[config.mk]
export PLATFORM = sky130hd
export DESIGN_NAME = hypotenuse_babylonian_sqrt
export DESIGN_NICKNAME = d
export VERILOG_FILES = /design/src/rtl/core/hbs_pkg.sv /design/src/rtl/core/hbs_mul.sv /design/src/rtl/core/hbs_div.sv /design/src/rtl/core/hbs_sqrt.sv /design/src/rtl/core/hypotenuse_babylonian_sqrt.sv
export SDC_FILE = /design/constraint.sdc
export NUM_CORES = 1
export LEC_CHECK = 0
export BUFFER_PORTS_ARGS = -buffer_cell sky130_fd_sc_hd__buf_4
export CORE_MARGIN = 5
export CORE_UTILIZATION = 50
export CTS_BUF_LIST = sky130_fd_sc_hd__clkbuf_4 sky130_fd_sc_hd__clkbuf_8
export DETAILED_ROUTE_END_ITERATION = 12
export MAX_ROUTING_LAYER = met4
export PLACE_DENSITY = 0.68
export SLEW_MARGIN = 20
export SYNTH_ARGS = -nofsm -noshare
export SYNTH_HDL_FRONTEND = slang
export SYNTH_HIERARCHICAL = 1
export SYNTH_SLANG_ARGS = --single-unit
[constraint.sdc]
create_clock -name clock -period 5.15 [get_ports clock]
set_clock_uncertainty 0.2 [all_clocks]
set_input_delay 1.545 -clock clock [delete_from_list [all_inputs] [get_ports clock]]
set_output_delay 1.545 -clock clock [all_outputs]
set_load 0.01 [all_outputs]
[src/rtl/core/hbs_pkg.sv]
// ----------------------------------------------------------------------------
// hbs_pkg
// Shared constants and types for the bit-serial hypotenuse block.
// ----------------------------------------------------------------------------
package hbs_pkg;

   localparam int HBS_LEG_WIDTH  = 16;
   localparam int HBS_ITER_WIDTH = 5;
   localparam int HBS_STEP_WIDTH = 8;
   localparam int HBS_SUM_LIMIT  = 64;

   localparam logic [HBS_ITER_WIDTH-1:0] HBS_ITER_RESET = 5'd10;
   localparam logic [HBS_STEP_WIDTH-1:0] HBS_START_STEP = 8'd26;

   typedef enum logic [3:0] {
      ST_IDLE,
      ST_SQA,
      ST_SQA_WAIT,
      ST_SQB,
      ST_SQB_WAIT,
      ST_ROOT,
      ST_ROOT_WAIT,
      ST_STEP,
      ST_STEP_WAIT,
      ST_SCALE,
      ST_SCALE_WAIT,
      ST_ITER,
      ST_ITER_WAIT,
      ST_FIN
   } hbs_state_type;

endpackage

[src/rtl/core/hbs_mul.sv]
// ----------------------------------------------------------------------------
// hbs_mul
// Shift-and-add multiplier, one multiplier bit per cycle.
// ----------------------------------------------------------------------------
module hbs_mul
   import hbs_pkg::*;
#(
   parameter int WIDTH = HBS_LEG_WIDTH + 2
)
(
   input  logic               clock,
   input  logic               reset,
   input  logic               start,
   input  logic [WIDTH-1:0]   multiplicand,
   input  logic [WIDTH-1:0]   multiplier,
   output logic               done,
   output logic [2*WIDTH-1:0] product
);

   localparam int CNT_WIDTH = $clog2(WIDTH + 1);

   logic [WIDTH-1:0]     mcand_ff;
   logic [2*WIDTH-1:0]   prod_ff;
   logic [2*WIDTH-1:0]   prod_in;
   logic [WIDTH:0]       partial;
   logic [CNT_WIDTH-1:0] count_ff;
   logic                 busy_ff;
   logic                 done_ff;

   always_comb begin
      partial = {1'b0, prod_ff[2*WIDTH-1:WIDTH]} + (prod_ff[0] ? {1'b0, mcand_ff} : '0);
      prod_in = {partial, prod_ff[WIDTH-1:1]};
   end

   always_ff @(posedge clock) begin
      if (reset) begin
         busy_ff  <= 1'b0;
         done_ff  <= 1'b0;
         count_ff <= '0;
      end else begin
         done_ff <= 1'b0;
         if (start) begin
            busy_ff  <= 1'b1;
            count_ff <= CNT_WIDTH'(WIDTH);
         end else if (busy_ff) begin
            count_ff <= count_ff - CNT_WIDTH'(1);
            if (count_ff == CNT_WIDTH'(1)) begin
               busy_ff <= 1'b0;
               done_ff <= 1'b1;
            end
         end
      end
   end

   always_ff @(posedge clock) begin
      if (start) begin
         mcand_ff <= multiplicand;
         prod_ff  <= {WIDTH'(0), multiplier};
      end else if (busy_ff) begin
         prod_ff <= prod_in;
      end
   end

   assign done    = done_ff;
   assign product = prod_ff;

endmodule

[src/rtl/core/hbs_div.sv]
// ----------------------------------------------------------------------------
// hbs_div
// Restoring divider, one quotient bit per cycle.
// ----------------------------------------------------------------------------
module hbs_div
   import hbs_pkg::*;
#(
   parameter int DIVIDEND_WIDTH = 2 * HBS_LEG_WIDTH + 1,
   parameter int DIVISOR_WIDTH  = HBS_LEG_WIDTH + 2
)
(
   input  logic                      clock,
   input  logic                      reset,
   input  logic                      start,
   input  logic [DIVIDEND_WIDTH-1:0] dividend,
   input  logic [DIVISOR_WIDTH-1:0]  divisor,
   output logic                      done,
   output logic [DIVIDEND_WIDTH-1:0] quotient
);

   localparam int CNT_WIDTH = $clog2(DIVIDEND_WIDTH + 1);

   logic [DIVISOR_WIDTH-1:0]  divisor_ff;
   logic [DIVISOR_WIDTH-1:0]  rem_ff;
   logic [DIVISOR_WIDTH-1:0]  rem_in;
   logic [DIVIDEND_WIDTH-1:0] quo_ff;
   logic [DIVIDEND_WIDTH-1:0] quo_in;
   logic [DIVISOR_WIDTH:0]    trial;
   logic [DIVISOR_WIDTH+1:0]  diff;
   logic                      take;
   logic [CNT_WIDTH-1:0]      count_ff;
   logic                      busy_ff;
   logic                      done_ff;

   always_comb begin
      trial  = {rem_ff, quo_ff[DIVIDEND_WIDTH-1]};
      diff   = {1'b0, trial} - {2'b00, divisor_ff};
      take   = ~diff[DIVISOR_WIDTH+1];
      rem_in = take ? diff[DIVISOR_WIDTH-1:0] : trial[DIVISOR_WIDTH-1:0];
      quo_in = {quo_ff[DIVIDEND_WIDTH-2:0], take};
   end

   always_ff @(posedge clock) begin
      if (reset) begin
         busy_ff  <= 1'b0;
         done_ff  <= 1'b0;
         count_ff <= '0;
      end else begin
         done_ff <= 1'b0;
         if (start) begin
            busy_ff  <= 1'b1;
            count_ff <= CNT_WIDTH'(DIVIDEND_WIDTH);
         end else if (busy_ff) begin
            count_ff <= count_ff - CNT_WIDTH'(1);
            if (count_ff == CNT_WIDTH'(1)) begin
               busy_ff <= 1'b0;
               done_ff <= 1'b1;
            end
         end
      end
   end

   always_ff @(posedge clock) begin
      if (start) begin
         divisor_ff <= divisor;
         rem_ff     <= '0;
         quo_ff     <= dividend;
      end else if (busy_ff) begin
         rem_ff <= rem_in;
         quo_ff <= quo_in;
      end
   end

   assign done     = done_ff;
   assign quotient = quo_ff;

endmodule

[src/rtl/core/hbs_sqrt.sv]
// ----------------------------------------------------------------------------
// hbs_sqrt
// Digit-by-digit integer square root, one root bit per cycle.
// ----------------------------------------------------------------------------
module hbs_sqrt
   import hbs_pkg::*;
#(
   parameter int ROOT_WIDTH = HBS_LEG_WIDTH + 1
)
(
   input  logic                    clock,
   input  logic                    reset,
   input  logic                    start,
   input  logic [2*ROOT_WIDTH-1:0] radicand,
   output logic                    done,
   output logic [ROOT_WIDTH-1:0]   root
);

   localparam int CNT_WIDTH = $clog2(ROOT_WIDTH + 1);

   logic [2*ROOT_WIDTH-1:0] rad_ff;
   logic [2*ROOT_WIDTH-1:0] rad_in;
   logic [ROOT_WIDTH:0]     rem_ff;
   logic [ROOT_WIDTH:0]     rem_in;
   logic [ROOT_WIDTH-1:0]   root_ff;
   logic [ROOT_WIDTH-1:0]   root_in;
   logic [ROOT_WIDTH+2:0]   trial_rem;
   logic [ROOT_WIDTH+2:0]   trial_sub;
   logic [ROOT_WIDTH+3:0]   diff;
   logic                    take;
   logic [CNT_WIDTH-1:0]    count_ff;
   logic                    busy_ff;
   logic                    done_ff;

   always_comb begin
      trial_rem = {rem_ff, rad_ff[2*ROOT_WIDTH-1 -: 2]};
      trial_sub = {1'b0, root_ff, 2'b01};
      diff      = {1'b0, trial_rem} - {1'b0, trial_sub};
      take      = ~diff[ROOT_WIDTH+3];
      rem_in    = take ? diff[ROOT_WIDTH:0] : trial_rem[ROOT_WIDTH:0];
      root_in   = {root_ff[ROOT_WIDTH-2:0], take};
      rad_in    = {rad_ff[2*ROOT_WIDTH-3:0], 2'b00};
   end

   always_ff @(posedge clock) begin
      if (reset) begin
         busy_ff  <= 1'b0;
         done_ff  <= 1'b0;
         count_ff <= '0;
      end else begin
         done_ff <= 1'b0;
         if (start) begin
            busy_ff  <= 1'b1;
            count_ff <= CNT_WIDTH'(ROOT_WIDTH);
         end else if (busy_ff) begin
            count_ff <= count_ff - CNT_WIDTH'(1);
            if (count_ff == CNT_WIDTH'(1)) begin
               busy_ff <= 1'b0;
               done_ff <= 1'b1;
            end
         end
      end
   end

   always_ff @(posedge clock) begin
      if (start) begin
         rad_ff  <= radicand;
         rem_ff  <= '0;
         root_ff <= '0;
      end else if (busy_ff) begin
         rad_ff  <= rad_in;
         rem_ff  <= rem_in;
         root_ff <= root_in;
      end
   end

   assign done = done_ff;
   assign root = root_ff;

endmodule

[src/rtl/core/hypotenuse_babylonian_sqrt.sv]
// ----------------------------------------------------------------------------
// hypotenuse_babylonian_sqrt
// Hypotenuse of two unsigned fixed-point legs by Babylonian square root.
//
// The req channel carries one pair of legs per transfer; the rsp channel
// returns one saturated hypotenuse per pair, in order. csr_wr_en with
// csr_wr_data sets the number of refinement steps N (reset value 10);
// write it only while the block is idle.
// Multiplies, divides and the square root run on three bit-serial units:
// a shift-add multiplier (squares and start estimate scaling), an integer
// square root for the start search, and a restoring divider, one bit per
// cycle each. Each divider step walks all 2*L + 1 bits of the sum for leg
// width L below 32. A new pair is taken only while idle, the cycle after
// the previous result is loaded into the output register. A stalled result
// holds in the output register; a further finished result waits in the
// core, which takes no new pair meanwhile. Reset clears the handshake state
// and restores N to 10.
// ----------------------------------------------------------------------------
module hypotenuse_babylonian_sqrt
   import hbs_pkg::*;
#(
   parameter int LEG_WIDTH = HBS_LEG_WIDTH
)
(
   input  logic                      clock,
   input  logic                      reset,
   input  logic                      req_valid,
   output logic                      req_stall,
   input  logic [LEG_WIDTH-1:0]      req_leg_a,
   input  logic [LEG_WIDTH-1:0]      req_leg_b,
   output logic                      rsp_valid,
   input  logic                      rsp_stall,
   output logic [LEG_WIDTH:0]        rsp_hypotenuse,
   input  logic                      csr_wr_en,
   input  logic [HBS_ITER_WIDTH-1:0] csr_wr_data
);

   localparam int FULL_WIDTH = 2 * LEG_WIDTH + 1;
   localparam int SUM_WIDTH  = (FULL_WIDTH > HBS_SUM_LIMIT) ? HBS_SUM_LIMIT : FULL_WIDTH;
   localparam int ROOT_WIDTH = (SUM_WIDTH + 1) / 2;
   localparam int EST_WIDTH  = ROOT_WIDTH + 1;
   localparam int OUT_WIDTH  = LEG_WIDTH + 1;
   localparam int CMP_WIDTH  = (EST_WIDTH > OUT_WIDTH) ? EST_WIDTH : OUT_WIDTH;
   localparam logic [OUT_WIDTH-1:0] OUT_MAX = '1;

   hbs_state_type             state_ff;
   hbs_state_type             state_in;
   logic [HBS_ITER_WIDTH-1:0] iter_count_ff;
   logic [HBS_ITER_WIDTH-1:0] iter_ff;
   logic [HBS_ITER_WIDTH-1:0] iter_in;
   logic [LEG_WIDTH-1:0]      leg_a_ff;
   logic [LEG_WIDTH-1:0]      leg_b_ff;
   logic [SUM_WIDTH-1:0]      sum_ff;
   logic [SUM_WIDTH-1:0]      sum_in;
   logic [ROOT_WIDTH-1:0]     root_ff;
   logic [ROOT_WIDTH-1:0]     root_in;
   logic [EST_WIDTH-1:0]      est_ff;
   logic [EST_WIDTH-1:0]      est_in;
   logic                      rsp_valid_ff;
   logic                      rsp_valid_in;
   logic [OUT_WIDTH-1:0]      rsp_hyp_ff;
   logic                      rsp_load;
   logic                      req_take;

   logic [FULL_WIDTH-1:0]     sum_full;
   logic [SUM_WIDTH-1:0]      sum_sat;
   logic [EST_WIDTH:0]        avg;
   logic [CMP_WIDTH-1:0]      est_cmp;
   logic [OUT_WIDTH-1:0]      hyp_sat;

   logic                      mul_start;
   logic [EST_WIDTH-1:0]      mul_mcand;
   logic [EST_WIDTH-1:0]      mul_mplier;
   logic                      mul_done;
   logic [2*EST_WIDTH-1:0]    mul_product;
   logic                      div_start;
   logic [SUM_WIDTH-1:0]      div_dividend;
   logic [EST_WIDTH-1:0]      div_divisor;
   logic                      div_done;
   logic [SUM_WIDTH-1:0]      div_quotient;
   logic                      sqrt_start;
   logic                      sqrt_done;
   logic [ROOT_WIDTH-1:0]     sqrt_root;

   hbs_mul #(
      .WIDTH(EST_WIDTH)
   ) u_mul (
      .clock       (clock),
      .reset       (reset),
      .start       (mul_start),
      .multiplicand(mul_mcand),
      .multiplier  (mul_mplier),
      .done        (mul_done),
      .product     (mul_product)
   );

   hbs_div #(
      .DIVIDEND_WIDTH(SUM_WIDTH),
      .DIVISOR_WIDTH (EST_WIDTH)
   ) u_div (
      .clock   (clock),
      .reset   (reset),
      .start   (div_start),
      .dividend(div_dividend),
      .divisor (div_divisor),
      .done    (div_done),
      .quotient(div_quotient)
   );

   hbs_sqrt #(
      .ROOT_WIDTH(ROOT_WIDTH)
   ) u_sqrt (
      .clock   (clock),
      .reset   (reset),
      .start   (sqrt_start),
      .radicand((2*ROOT_WIDTH)'(sum_ff)),
      .done    (sqrt_done),
      .root    (sqrt_root)
   );

   // datapath helpers
   always_comb begin
      sum_full = FULL_WIDTH'(sum_ff) + FULL_WIDTH'(mul_product[2*LEG_WIDTH-1:0]);
      if ((FULL_WIDTH > SUM_WIDTH) && sum_full[FULL_WIDTH-1]) begin
         sum_sat = '1;
      end else begin
         sum_sat = sum_full[SUM_WIDTH-1:0];
      end
      avg     = {1'b0, est_ff} + {1'b0, div_quotient[EST_WIDTH-1:0]};
      est_cmp = CMP_WIDTH'(est_ff);
      if (est_cmp > CMP_WIDTH'(OUT_MAX)) begin
         hyp_sat = OUT_MAX;
      end else begin
         hyp_sat = est_cmp[OUT_WIDTH-1:0];
      end
   end

   always_ff @(posedge clock) begin
      if (reset) begin
         state_ff      <= ST_IDLE;
         iter_count_ff <= HBS_ITER_RESET;
         iter_ff       <= '0;
         rsp_valid_ff  <= 1'b0;
      end else begin
         state_ff     <= state_in;
         iter_ff      <= iter_in;
         rsp_valid_ff <= rsp_valid_in;
         if (csr_wr_en) begin
            iter_count_ff <= csr_wr_data;
         end
      end
   end

   always_ff @(posedge clock) begin
      if (req_take) begin
         leg_a_ff <= req_leg_a;
         leg_b_ff <= req_leg_b;
      end
      sum_ff  <= sum_in;
      root_ff <= root_in;
      est_ff  <= est_in;
      if (rsp_load) begin
         rsp_hyp_ff <= hyp_sat;
      end
   end

   always_comb begin
      state_in     = state_ff;
      iter_in      = iter_ff;
      sum_in       = sum_ff;
      root_in      = root_ff;
      est_in       = est_ff;
      req_take     = 1'b0;
      rsp_load     = 1'b0;
      mul_start    = 1'b0;
      div_start    = 1'b0;
      sqrt_start   = 1'b0;
      mul_mcand    = EST_WIDTH'(leg_a_ff);
      mul_mplier   = EST_WIDTH'(leg_a_ff);
      div_dividend = sum_ff;
      div_divisor  = est_ff;

      unique case (state_ff)
         ST_IDLE: begin
            if (req_valid) begin
               req_take = 1'b1;
               state_in = ST_SQA;
            end
         end
         ST_SQA: begin
            mul_start = 1'b1;
            state_in  = ST_SQA_WAIT;
         end
         ST_SQA_WAIT: begin
            if (mul_done) begin
               sum_in   = SUM_WIDTH'(mul_product[2*LEG_WIDTH-1:0]);
               state_in = ST_SQB;
            end
         end
         ST_SQB: begin
            mul_start  = 1'b1;
            mul_mcand  = EST_WIDTH'(leg_b_ff);
            mul_mplier = EST_WIDTH'(leg_b_ff);
            state_in   = ST_SQB_WAIT;
         end
         ST_SQB_WAIT: begin
            if (mul_done) begin
               sum_in   = sum_sat;
               state_in = ST_ROOT;
            end
         end
         ST_ROOT: begin
            sqrt_start = 1'b1;
            state_in   = ST_ROOT_WAIT;
         end
         ST_ROOT_WAIT: begin
            if (sqrt_done) begin
               root_in  = sqrt_root;
               state_in = ST_STEP;
            end
         end
         ST_STEP: begin
            div_start    = 1'b1;
            div_dividend = SUM_WIDTH'(root_ff);
            div_divisor  = EST_WIDTH'(HBS_START_STEP);
            state_in     = ST_STEP_WAIT;
         end
         ST_STEP_WAIT: begin
            if (div_done) begin
               state_in = ST_SCALE;
            end
         end
         ST_SCALE: begin
            mul_start  = 1'b1;
            mul_mcand  = EST_WIDTH'(HBS_START_STEP);
            mul_mplier = div_quotient[EST_WIDTH-1:0] + EST_WIDTH'(1);
            state_in   = ST_SCALE_WAIT;
         end
         ST_SCALE_WAIT: begin
            if (mul_done) begin
               est_in   = mul_product[EST_WIDTH-1:0];
               iter_in  = '0;
               state_in = ST_ITER;
            end
         end
         ST_ITER: begin
            if (iter_ff == iter_count_ff) begin
               state_in = ST_FIN;
            end else if (est_ff == '0) begin
               // zero estimate stays zero
               iter_in = iter_ff + HBS_ITER_WIDTH'(1);
            end else begin
               div_start = 1'b1;
               state_in  = ST_ITER_WAIT;
            end
         end
         ST_ITER_WAIT: begin
            if (div_done) begin
               est_in   = avg[EST_WIDTH:1];
               iter_in  = iter_ff + HBS_ITER_WIDTH'(1);
               state_in = ST_ITER;
            end
         end
         ST_FIN: begin
            if (!rsp_valid_ff || !rsp_stall) begin
               rsp_load = 1'b1;
               state_in = ST_IDLE;
            end
         end
         default: begin
            state_in = ST_IDLE;
         end
      endcase
   end

   always_comb begin
      rsp_valid_in = rsp_valid_ff;
      if (rsp_valid_ff && !rsp_stall) begin
         rsp_valid_in = 1'b0;
      end
      if (rsp_load) begin
         rsp_valid_in = 1'b1;
      end
   end

   assign req_stall      = (state_ff != ST_IDLE);
   assign rsp_valid      = rsp_valid_ff;
   assign rsp_hypotenuse = rsp_hyp_ff;

   a_iter_bound: assert property (@(posedge clock) disable iff (reset)
      (state_ff == ST_ITER_WAIT) |-> (iter_ff < iter_count_ff))
      else $error("refinement count ran past the configured value");

   a_div_nonzero: assert property (@(posedge clock) disable iff (reset)
      (div_start && state_ff == ST_ITER) |-> (est_ff != '0))
      else $error("divider started with a zero estimate");

   a_start_nonzero: assert property (@(posedge clock) disable iff (reset)
      (state_ff == ST_SCALE_WAIT && mul_done) |=> (est_ff != '0))
      else $error("start estimate is zero");

   a_mul_owner: assert property (@(posedge clock) disable iff (reset)
      mul_done |-> (state_ff == ST_SQA_WAIT || state_ff == ST_SQB_WAIT ||
                    state_ff == ST_SCALE_WAIT))
      else $error("multiplier finished outside a wait state");

endmodule
==> flow_summary.json, run 1 <==
{
  "crit_slowest_cell": "edfxtp_1",
  "hold_buffers": 0,
  "cp.buffers_inverters": 0,
  "cts.repair.resized": 0,
  "area_growth_pct": 11.4,
  "cts.sinks": 346,
  "grt_max_degree": 73,
  "die_h_um": 211,
  "cts_tree": "built",
  "vdd_drop_max_mv": 0.269,
  "clockBufferDepth": 3,
  "postSynthCellCount": 1954,
  "wl_um": 50700,
  "status": "completed",
  "layout.cells.non_filler": 2590,
  "postCtsSetupBuffers": 0,
  "slew_viol_final": 0,
  "grt_first_pass_wirelength_um": 80200,
  "drv_cap": 0,
  "slew_headroom": 0.267,
  "placementRows": 73,
  "synth_area_leaders": "edfxtp_1 35%, dfxtp_1 11%, ha_1 6.9%",
  "placed_cell_area_um2": 21100,
  "synth_edf_count": 238,
  "p_leak_nw": 8.54,
  "grt_overflow": 0,
  "die-area_um2": 44400,
  "final.fill_count": 3540,
  "worst_skew_pair.late_latency_ps": 650,
  "dp.cells": 2472,
  "dp_slack_ps": 1380,
  "crit_required_ps": 5330,
  "cp-start-kind": "flop",
  "synth.avg_cell_area_um2": 10.3,
  "cp_top_family": "compound AO/OA/AOI/OAI gates",
  "worst-setup-path-type": "reg -> reg",
  "synth_top_area_cell": "edfxtp_1",
  "async_reset_ff_frac": 0,
  "hold_viol_final": 0,
  "drc_errors": 0,
  "routedWlPerCell_um": 19.6,
  "swShare": 0.373,
  "netSwitchingPower_mw": 4.23,
  "fp.dieW_um": 211,
  "grt_util_met1": 0.308,
  "synth_top_area_frac": 0.354,
  "grt_setup_unrepaired": "false",
  "firstDrtPassIters": 6,
  "yosys_warnings": 6,
  "crit_chain": "ha_1 -> fa_1 -> a21o_1 -> a311oi_2 -> nor4_1 -> nor2_1 -> o21ai_1 -> a211oi_1 -> nor4b_1 -> nor3_1",
  "ctsHtreeMaxLevel": 2,
  "grt.total_usage": 0.231,
  "vias_per_cell": 5.91,
  "seqPwrFrac": 0.358,
  "hpwl_um": 36500,
  "coreArea_um2": 39800,
  "globalRouteMet3Util": 0.0462,
  "fin_crit_ps": 3840,
  "power_mw": 11.4,
  "gp_congestion": 0.958,
  "worst_slack_ps": 1310,
  "drtAntennaViolNets": 0,
  "internal-power_mw": 7.12,
  "final_nets": 2165,
  "synth_area_um2": 20200,
  "start_util": 0.506,
  "top_usage_layer": "met2",
  "clock-root-buffer": "clkbuf_8",
  "setup_violations": 0,
  "critPathCaptureType": "flop",
  "numCtsBuffers": 59,
  "path_clk_slew_ps": 70,
  "ys_seq_elements": 346,
  "grt_pass1_vias": 14800,
  "vias": 15300,
  "drtIter0Drc": 1260,
  "min_path_type": "reg -> reg",
  "port_buffers": 60,
  "p_clk_frac": 0.246,
  "synth.distinct_cells": 96,
  "io_pins": 61,
  "final_cell_area_um2": 22500,
  "antenna_found_initial": 7,
  "slowest_delay_ps": 640,
  "fin_setup_tns_ps": 0,
  "power.density_nw_per_um2": 505,
  "cp_data_arrival_time_ps": 4020,
  "drive_above_1_share": 0.174,
  "fin_crit_sh": 0.745,
  "worstMarginPinSlew_ps": 1100,
  "max_freq_mhz": 261,
  "synthFlopType": "edfxtp_1",
  "comb_power_share": 0.396,
  "cp_max_fo": 21,
  "met2_usage": 0.358,
  "seq_area_frac_synth": 0.462
}
## per-layer routing
layer	share of wire	up-vias
li1	-	7393
met1	0.45	7382
met2	0.46	462
met3	0.064	76
met4	0.027	0
met5	0	-
## power by group through the flow
stage,clock [mW],sequential [mW],combinational (mW)
2_1_floorplan,0,3.89,3.57
3_3_place_gp,0,4.10,4.35
3_5_place_dp,0,4.12,4.43
4_1_cts,2.86,4.07,4.46
5_1_grt,3.00,4.13,4.99
6_report,2.79,4.07,4.49
## cell families (layout without fill, tap and decap cells)
logic type / count (synthesis) / in the layout / share of synthesized area
DFF: 346 / 346 / 0.462
xor gates and xnor gates: 107 / 107 / 0.0465
AOI/OAI and AO/OA: 502 / 502 / 0.170
other: 1 / 10 / 0.000186
and+or+nand+nor: 573 / 573 / 0.141
muxes: 134 / 134 / 0.0728
adders and majority gates: 115 / 115 / 0.0728
buffers and inverters: 176 / 278 / 0.0344
## cell type report
cell class              count  area (µm²)  share of cell area
clock inverters            25         273              0.0121
flip-flops and latches    346        9310               0.414
repair buffers             80         601              0.0267
multi-input cells        1434       10200               0.455
clock buffers              86        1060              0.0474
well taps                 525         657              0.0292
diodes                      7        17.5            0.000780
inverters                  87         327              0.0145
## worst paths after layout
path | cells after the start | slack, ps | startpoint | to
setup / recovery | 10 | 1310 | u_mul/product[0] | sum_ff[32]
hold / removal | 2 | 280 | u_mul/product[32] | u_mul/product[32]
setup reg to reg | 10 | 1310 | u_mul/product[0] | sum_ff[32]
hold reg to reg | 2 | 280 | u_mul/product[32] | u_mul/product[32]
## cells in the final DEF (no fill, tap or decap), types with 21 or more instances in the layout
cell,n
edfxtp_1,238
nand2_1,151
nor2_1,136
ha_1,111
dfxtp_1,107
a21oi_1,106
mux2_2,102
o21ai_0,100
inv_1,85
buf_4,80
xnor2_1,67
clkbuf_8,67
nand3_1,62
and2_1,56
a21o_1,47
xor2_1,40
mux2i_1,32
nor3_1,31
o21bai_1,25
a31oi_1,24
or2_2,21
## synth_stat cells, types with 24 or more instances
cell type,instances
edfxtp_1,238
nand2_1,152
nor2_1,137
ha_1,111
a21oi_1,108
dfxtp_1,108
mux2_2,102
o21ai_0,101
inv_1,85
xnor2_1,67
nand3_1,62
clkbuf_1,58
and2_1,56
a21o_1,47
xor2_1,40
mux2i_1,32
nor3_1,31
o21bai_1,25
a31oi_1,24
## flip-flops by register name, indices dropped and copies added, names as in the netlist, 6 cells and up
signal,count
u_div/divisor_ff,18
u_sqrt/rad_ff,34
est_cmp,18
rsp_hypotenuse,17
u_div/rem_ff,18
root_ff,17
leg_b_ff,16
u_mul/mcand_ff,18
u_sqrt/root,17
leg_a_ff,16
u_mul/product,36
sum_ff,33
u_sqrt/rem_ff,18
u_div/count_ff,6
u_div/quotient,33
## per-stage QoR
stage | hold slack, ps | utilization
finish | 282 | 0.564
global route | 312 | 0.564
CTS | 282 | 0.564
detailed placement | 262 | 0.530
global placement | 270 | 0.530
floorplan | 229 | -
## worst register-to-register path, delay by kind of cell (launching register included)
family                   cells  cell delay (ps)
adder cells (fa/ha/maj)      2              740
flip-flops                   1              640
AND/OR/NAND/NOR              4              720
AO/OA/AOI/OAI                4             1280
(Power assumes the default switching activity.)
==> run 2: changes to the inputs <==
==> constraint.sdc (replaced) <==
create_clock -name clock -period 4 [get_ports clock]
set_clock_uncertainty 0.2 [all_clocks]
set_input_delay 1.2 -clock clock [delete_from_list [all_inputs] [get_ports clock]]
set_output_delay 1.2 -clock clock [all_outputs]
set_load 0.01 [all_outputs]
==> run 2 against run 1 <==
Net effect: register-to-register slack worse by 800 ps; flip-flop and latch count unchanged; first-iteration DRC count decreased by 0.40%; highest routed layer unchanged; via count rose by 0.67%; final cell count is 0.23% higher; wire length grew 1.9%; sequential share of layout area down 0.18 points; design area increased by 0.43%; non-clock buffer count increased by 9; critical path type unchanged.
==> flow_summary.json, run 2 (synthesis results as in run 1) <==
{
  "worstMarginPinSlew_ps": 973,
  "fp.dieW_um": 211,
  "layout.cells.non_filler": 2596,
  "fin_crit_ps": 3490,
  "worst_skew_pair.late_latency_ps": 680,
  "cp_max_fo": 3,
  "drv_cap": 0,
  "start_util": 0.506,
  "area_growth_pct": 11.9,
  "max_freq_mhz": 287,
  "grt_setup_unrepaired": "false",
  "hold_viol_final": 0,
  "grt_pass1_vias": 14900,
  "fin_crit_sh": 0.872,
  "vdd_drop_max_mv": 0.397,
  "clock-root-buffer": "clkbuf_8",
  "firstDrtPassIters": 5,
  "clockBufferDepth": 3,
  "grt_first_pass_wirelength_um": 81700,
  "worst-setup-path-type": "reg -> reg",
  "grt.total_usage": 0.236,
  "port_buffers": 60,
  "mostFrequentLayoutCells": "238 x edfxtp_1, 151 x nand2_1, 136 x nor2_1",
  "status": "completed",
  "power_mw": 14.8,
  "worst_slack_ps": 512,
  "final_nets": 2174,
  "largest_reg_flops": 36,
  "ctsHtreeMaxLevel": 2,
  "drive_above_1_share": 0.174,
  "cts.sinks": 346,
  "drtIter0Drc": 1255,
  "cts_tree": "built",
  "slowest_delay_ps": 470,
  "cp_data_arrival_time_ps": 3710,
  "cts.repair.resized": 0,
  "numCtsBuffers": 59,
  "crit_chain": "ha_1 -> fa_1 -> a21o_1 -> a311oi_2 -> nor4_1 -> nor2_1 -> o21ai_1 -> a211oi_1 -> nor4b_1 -> nor3_1",
  "io_pins": 61,
  "power.density_nw_per_um2": 655,
  "crit_slowest_cell": "a211oi_1",
  "cp-start-kind": "flop",
  "routedWlPerCell_um": 19.9,
  "die_h_um": 211,
  "slew_viol_final": 0,
  "hold_buffers": 0,
  "antenna_found_initial": 3,
  "final.fill_count": 3459,
  "die-area_um2": 44400,
  "p_leak_nw": 8.58,
  "path_clk_slew_ps": 70,
  "hold_slack_ps": 283,
  "final_cell_area_um2": 22600,
  "postCtsSetupBuffers": 0,
  "fin_setup_tns_ps": 0,
  "hold_depth": 2,
  "crit_required_ps": 4220,
  "reg2reg_depth": 10,
  "final_common_cell": "edfxtp_1",
  "wl_um": 51700,
  "vias_per_cell": 5.94,
  "placed_cell_area_um2": 21200,
  "min_path_type": "reg -> reg",
  "placementRows": 73,
  "setup_violations": 0,
  "coreArea_um2": 39800,
  "drtAntennaViolNets": 0,
  "fin_util": 0.567,
  "gp_congestion": 0.920,
  "vias": 15400,
  "drc_errors": 0,
  "dp_slack_ps": 509,
  "grt_max_degree": 73,
  "grt_overflow": 0,
  "dp.cells": 2481,
  "hpwl_um": 36800,
  "slew_headroom": 0.351,
  "critPathCaptureType": "flop"
}
run 2: cell types whose count changed in the layout (fill, tap and decap cells not counted), moves of 2 or more:
cell	previous run	this run
clkinv_2	11	7
clkinvlp_4	0	2
clkinv_1	8	16
clkbuf_4	19	14
clkinv_8	0	2
bufinv_16	6	9
clkbuf_8	67	62
buf_4	80	89
diode_2	7	3
run 2: cell type report:
type	count	area, µm²	area share
clock buffers	76	958	0.0425
well taps	525	657	0.0291
inverters	87	327	0.0145
clock inverters	36	420	0.0186
multi-input cells	1434	10200	0.453
repair buffers	89	668	0.0296
diodes	3	7.51	0.000333
flip-flops and latches	346	9310	0.413
run 2: critical path: cells and delay by family (launching register included):
| family | cells | cell delay, ps |
|---|---|---|
| AOI/OAI and AO/OA | 4 | 1280 |
| and+or+nand+nor | 4 | 680 |
| adders and majority gates | 2 | 650 |
| DFF | 1 | 420 |
run 2: layer usage:
layer,global-route usage,wire (µm)
met5,-,0
met1,0.311,22600
met4,0.0865,1840
met3,0.0496,3770
met2,0.361,23500
run 2: worst paths after layout:
check,slack (ps),endpoint,startpoint
worst max-delay path,510,sum_ff[32],sum_ff[0]
worst min-delay path,280,u_mul/product[32],u_mul/product[32]
worst max register to register,510,sum_ff[32],sum_ff[0]
worst min register to register,280,u_mul/product[32],u_mul/product[32]
run 2: where the power goes:
group          switching, mW  total [mW]  internal (mW)
clock network           1.57        3.73           2.17
registers              0.524        5.16           4.64
logic                   3.44        5.89           2.44
total                   5.53        14.8           9.25
